File: src/hdl/vhc_pkg.sv
`timescale 1ns / 1ps
// ----------------------------------------------------------------------------
// vhc_pkg
// Sizes, codes and record types shared by the vocabulary hash counter.
// ----------------------------------------------------------------------------
package vhc_pkg;

  localparam int unsigned TABLE_SLOTS = 4096;
  localparam int unsigned MAX_ENTRIES = 2048;
  localparam int unsigned MAX_KEY_LEN = 32;

  localparam int unsigned SlotW   = $clog2(TABLE_SLOTS);
  localparam int unsigned EntryW  = $clog2(MAX_ENTRIES);
  localparam int unsigned UsedW   = EntryW + 1;
  localparam int unsigned KeyLenW = $clog2(MAX_KEY_LEN + 1);
  localparam int unsigned KeyIdxW = $clog2(MAX_KEY_LEN);
  localparam int unsigned KeyBits = MAX_KEY_LEN * 8;
  localparam int unsigned OccW    = 32;
  localparam int unsigned StatusW = 3;

  localparam logic [63:0] HASH_START = 64'd2166136261;
  localparam logic [63:0] HASH_MULT  = 64'd16777619;
  localparam logic [OccW-1:0] OCC_MAX = {OccW{1'b1}};

  typedef enum logic [StatusW-1:0] {
    STAT_EXISTING  = 3'd0,
    STAT_INSERTED  = 3'd1,
    STAT_NOT_FOUND = 3'd2,
    STAT_FULL      = 3'd3,
    STAT_TOO_LONG  = 3'd4
  } status_e;

  // Key state after the current byte
  typedef struct packed {
    logic [SlotW-1:0]   home;
    logic [KeyLenW-1:0] len;
    logic               ovf;
  } key_info_t;

  typedef struct packed {
    logic              valid;
    logic [EntryW-1:0] entry;
  } slot_t;

  typedef struct packed {
    logic [KeyBits-1:0] key;
    logic [KeyLenW-1:0] len;
    logic [OccW-1:0]    occ;
  } entry_t;

endpackage

File: src/hdl/vhc_key_front.sv
`timescale 1ns / 1ps
// ----------------------------------------------------------------------------
// vhc_key_front
// Folds key bytes into the hash and collects them in the key buffer.
// Only the low slot bits of the hash are kept: they alone set the home slot.
// ----------------------------------------------------------------------------
module vhc_key_front (
  input  logic                         clk_i,
  input  logic                         rst_ni,
  input  logic                         beat_i,
  input  logic [7:0]                   byte_i,
  input  logic                         last_i,
  output logic [vhc_pkg::KeyBits-1:0]  buf_o,
  output vhc_pkg::key_info_t           info_o
);

  localparam int unsigned SlotW = vhc_pkg::SlotW;

  logic [SlotW-1:0]            hash_q, hash_d;
  logic [vhc_pkg::KeyLenW-1:0] len_q, len_d;
  logic                        ovf_q, ovf_d;
  logic                        room;
  logic [31:0]                 ext32;
  logic [2*SlotW-1:0]          prod;
  logic [7:0]                  buf_q [vhc_pkg::MAX_KEY_LEN];

  // Hash step on the sign-extended byte, low bits only
  always_comb begin
    ext32  = {{24{byte_i[7]}}, byte_i};
    prod   = (hash_q ^ ext32[SlotW-1:0]) * vhc_pkg::HASH_MULT[SlotW-1:0];
    hash_d = prod[SlotW-1:0];
    room   = len_q < vhc_pkg::KeyLenW'(vhc_pkg::MAX_KEY_LEN);
    len_d  = room ? len_q + 1'b1 : len_q;
    ovf_d  = ovf_q | ~room;
  end

  assign info_o = '{home: hash_d, len: len_d, ovf: ovf_d};

  // Key state; a last byte returns it to the start
  always_ff @(posedge clk_i or negedge rst_ni) begin
    if (!rst_ni) begin
      hash_q <= vhc_pkg::HASH_START[SlotW-1:0];
      len_q  <= '0;
      ovf_q  <= 1'b0;
    end else if (beat_i) begin
      if (last_i) begin
        hash_q <= vhc_pkg::HASH_START[SlotW-1:0];
        len_q  <= '0;
        ovf_q  <= 1'b0;
      end else begin
        hash_q <= hash_d;
        len_q  <= len_d;
        ovf_q  <= ovf_d;
      end
    end
  end

  // Key buffer, bytes past the limit are dropped
  always_ff @(posedge clk_i) begin
    if (beat_i && room) begin
      buf_q[len_q[vhc_pkg::KeyIdxW-1:0]] <= byte_i;
    end
  end

  always_comb begin
    for (int i = 0; i < vhc_pkg::MAX_KEY_LEN; i++) begin
      buf_o[i*8 +: 8] = buf_q[i];
    end
  end

endmodule

File: config.mk
export PLATFORM = sky130hd
export DESIGN_NAME = vhc_key_front
export DESIGN_NICKNAME = d
export VERILOG_FILES = /design/src/hdl/vhc_pkg.sv /design/src/hdl/vhc_key_front.sv
export SDC_FILE = /design/constraint.sdc
export NUM_CORES = 1
export LEC_CHECK = 0
export BUFFER_PORTS_ARGS = -buffer_cell sky130_fd_sc_hd__buf_2
export CORE_MARGIN = 4
export CORE_UTILIZATION = 51
export CTS_BUF_LIST = sky130_fd_sc_hd__clkbuf_8
export CTS_CLUSTER_DIAMETER = 30
export DETAILED_ROUTE_END_ITERATION = 7
export PLACE_DENSITY = 0.79
export SLEW_MARGIN = 20
export SYNTH_ARGS = -nofsm -noshare
export SYNTH_HDL_FRONTEND = slang
export SYNTH_SLANG_ARGS = --single-unit
File: constraint.sdc
create_clock -name clk_i -period 10.1 [get_ports clk_i]
set_input_delay 2.02 -clock clk_i [delete_from_list [all_inputs] [get_ports clk_i]]
set_output_delay 2.02 -clock clk_i [all_outputs]
set_load 0.05 [all_outputs]
After elaboration in Yosys (flattened, before gate mapping)

Memories as Yosys holds them, arrays and structs flattened.
Cells that the tools add are included.

Reduce and logical (&&, ||, !) cells: 1
$mul: 1
Multiplexer cells: 6
Bitwise gates (word level): 3
Magnitude comparators: 1
$add $sub $neg: 1

Operators by type and width:

| cell                    | number |
|---|---|
| $mul A12 B9 Y12 const B | 1 |
| $mux W12                | 1 |
| $mux W6                 | 2 |
| $xor A12 B12 Y12        | 1 |
| $add A6 B1 Y6 const B   | 1 |
| $lt A6 B6 Y1 const B    | 1 |
| $mux W1                 | 3 |
| $logic_and A1 B1 Y1     | 1 |
| $not A1 Y1              | 1 |
| $or A1 B1 Y1            | 1 |

Memories kept: 1
Register bits after elaboration: 19
Input port bits: 12
Output and inout port bits: 275
Memory bits (writable): 256

Memories:

| memory | words | width | rd ports | clocked after memory_dff | write ports | line                | source |
|---|---|---|---|---|---|---|---|
| buf_q  | 32    | 8     | 32       | 0                        | 1           | vhc_key_front.sv:25 | `logic [7:0] buf_q [vhc_pkg::MAX_KEY_LEN];` |

Depth between registers and ports, before layout

Depth in word-level cells: 4
Depth in mapped cells: 16
Depth with buffers taken out: 16

Worst setup path after synthesis

Ideal clock, no wire load.

Path kind: input-to-output
From: input byte_i[1]
To: output info_o[17] (netlist bit)
Required time: 8.080 ns
Slack: 2.131 ns
Arrival: 5.949 ns
Stages on the path: 13
Cells stage by stage: xnor2_1 -> inv_1 -> ha_1 -> ha_1 -> inv_1 -> fa_1 -> fa_1 -> inv_1 -> ha_1 -> a21boi_0 -> o21ai_0 -> nor2b_1 -> xnor2_1

RTL lines:

| what        | line                | source |
|---|---|---|
| from (decl) | vhc_key_front.sv:11 | `input logic [7:0] byte_i,` |
| to (decl)   | vhc_key_front.sv:14 | `output vhc_pkg::key_info_t info_o` |

==> qor.yml <==
final_common_cell: "buf_2"
postSynthAreaPerCell_sq_um: 18.9
end_kind: "output pin"
dp_hpwl_microns: 17600
cpMostUsedCell: "ha_1"
dr_total_vias: 5907
vias_per_cell: 5.10
fin_crit_sh_pct: 81.2
max_stage_delay_ns: 0.57
critPathLaunchType: "primary input"
grt-ovfl-total: 0
cts_num_sinks: 275
grt_pass1_wl_microns: 37900
synth_top_flop_cell: "edfxtp_1"
firstDrtPassIters: 5
fmax_mhz: 122
ys_async_sr_fraction_pct: 6.91
grt_max_degree: 37
clock_skew_ns: 0.0268
detail_route.wirelength_microns: 25800
critPathKind: "in2out"
core_sq_mm: 0.0190
syn_area_sq_mm: 0.00996
cts_tree: "done"
pin_count: 287
drive_gt1_share_pct: 41.4
ctsResizeCount: 0
row_count: 50
numCtsBuffers: 47
fp.dieH_microns: 148
gp_congestion: 0.817
drc: 0
synth_edf_count: 256
clk_pin_slew_worst_paths_ns: 0.05
die_area_sq_mm: 0.0218
period_minus_slack_ns: 8.20
cts_buffer_depth: 3
cp_data_arrival_time_ns: 6.18
final_cell_mix: "buf_2, edfxtp_1, inv_1, clkbuf_8, nor2_1"
tightest_slew_ns: 0.756
fp.dieW_microns: 148
critPathRequiredTime_ns: 8.08
postSynthCellCount: 528
cp_cell_sequence: "buf_2 -> xor2_1 -> ha_1 -> ha_1 -> ha_1 -> fa_1 -> inv_1 -> fa_1 -> nor2b_1 -> o21ai_0 -> a21boi_0 -> o21ai_0 -> nor2b_1 -> xnor2_1 -> buf_2"
status: "finished, final reports clean"
grt_setup_unrepaired: "no"
critPathMaxFanout: 33
htreeDepth: 2
instances_no_fill: 1159
grt_usage_pct: 23.2
post-place-cells: 1071
antenna_found_initial: 1
root_buffer: "clkbuf_8"
hold_viol_final: 0
drtAntennaViolNets: 0
synth_nets: 589
yosysWarningCount: 0
areaGrowthSynthToFinish_pct: 27.0
drv_cap: 0
fin_tns_setup_ns: 0
grt_pass1_vias: 5821
finalSetupViolCount: 0
ys_seq_elements: 275
yosysUniqueCellTypes: 34
postCtsHoldBufs: 0
clock_latency_ns: 0.57
port_buffers: 286
cts_setup_buffers: 0
nNetsFinal: 921
hp-class: "reg2reg"
slowest_stage: "fa_1"
start_util_pct: 52.5
max_slew_margin_pct: 49.4
yosysSeqAreaShare_pct: 82.1
wire_per_inst_microns: 22.2
drt_iter0_markers: 439
drv_slew: 0
metal layers:
layer	wire length, microns	GRT usage, %	up-vias
met5	0	0	-
met1	9650	30.0	2925
li1	-	-	2595
met4	568	7.46	0
met3	2260	5.36	30
met2	13300	39.6	357
worst max-delay path: cells and delay by family:
kind,cells,cell delay (ns)
AND/OR/NAND/NOR,2,0.34
AO/OA/AOI/OAI,3,0.54
adder cells (fa/ha/maj),5,1.92
XOR/XNOR,2,0.47
buffers and inverters,3,0.88
cell usage after synthesis, types with 6 or more instances:
master,instances,area share [%]
a21oi_1,6,0.30
clkbuf_1,7,0.26
dfrtp_1,12,3.0
dfstp_2,7,1.8
edfxtp_1,256,77
fa_1,12,2.4
ha_1,37,4.6
inv_1,50,1.9
nand2_1,9,0.34
nand2b_1,6,0.38
nand3_1,7,0.35
nor2_1,44,1.7
o21ai_0,16,0.80
xnor2_1,18,1.6
xor2_1,10,0.88
through the flow:
stage	worst slack (ns)	util (%)	area, sq um	hold WS [ns]
floorplan	2.13	-	9960	0.483
global placement	2.08	61.8	11700	0.500
detailed placement	1.96	61.8	11700	0.498
CTS	1.93	66.7	12600	0.511
global route	1.69	66.7	12600	0.555
finish	1.90	66.7	12600	0.509
path summary, 6_finish.rpt:
kind | from | to | slack [ns] | cells after the start
worst max-delay path | byte_i[5] | info_o[17] | 1.90 | 15
min in group asynchronous | rst_ni | ovf_q | 1.41 | 1
worst min register to register | hash_q[2] | hash_q[2] | 0.51 | 2
worst max register to register | hash_q[2] | hash_q[11] | 5.95 | 15
max in group asynchronous | rst_ni | hash_q[2] | 8.34 | 1
worst min-delay path | hash_q[2] | hash_q[2] | 0.51 | 2
state kept, by name, indices dropped and copies added (netlist names):
name and cells:
buf_q 256, hash_q 12, len_q 6, ovf_q 1
cells by family (layout without fill, tap and decap cells):
family,after synthesis,after routing,share of synthesized area [%]
muxes,2,2,0.226
xor gates and xnor gates,29,29,2.63
DFF,275,275,82.1
buffers and inverters,59,429,2.26
adders and majority gates,49,49,7.06
AOI/OAI and AO/OA,35,35,2.15
and+or+nand+nor,79,79,3.61
other,0,1,0
layout make-up:
type / instances / area (sq um)
flip-flops and latches: 275 / 8170
repair buffers: 292 / 1480
inverters: 50 / 188
diodes: 1 / 2.50
fillers: 1310 / 6310
well taps: 260 / 325
clock buffers: 50 / 688
clock inverters: 37 / 230
multi-input cells: 194 / 1560
Power is not shown: default switching activity piles up to over one toggle a cycle in this logic, so the estimate is an artifact.
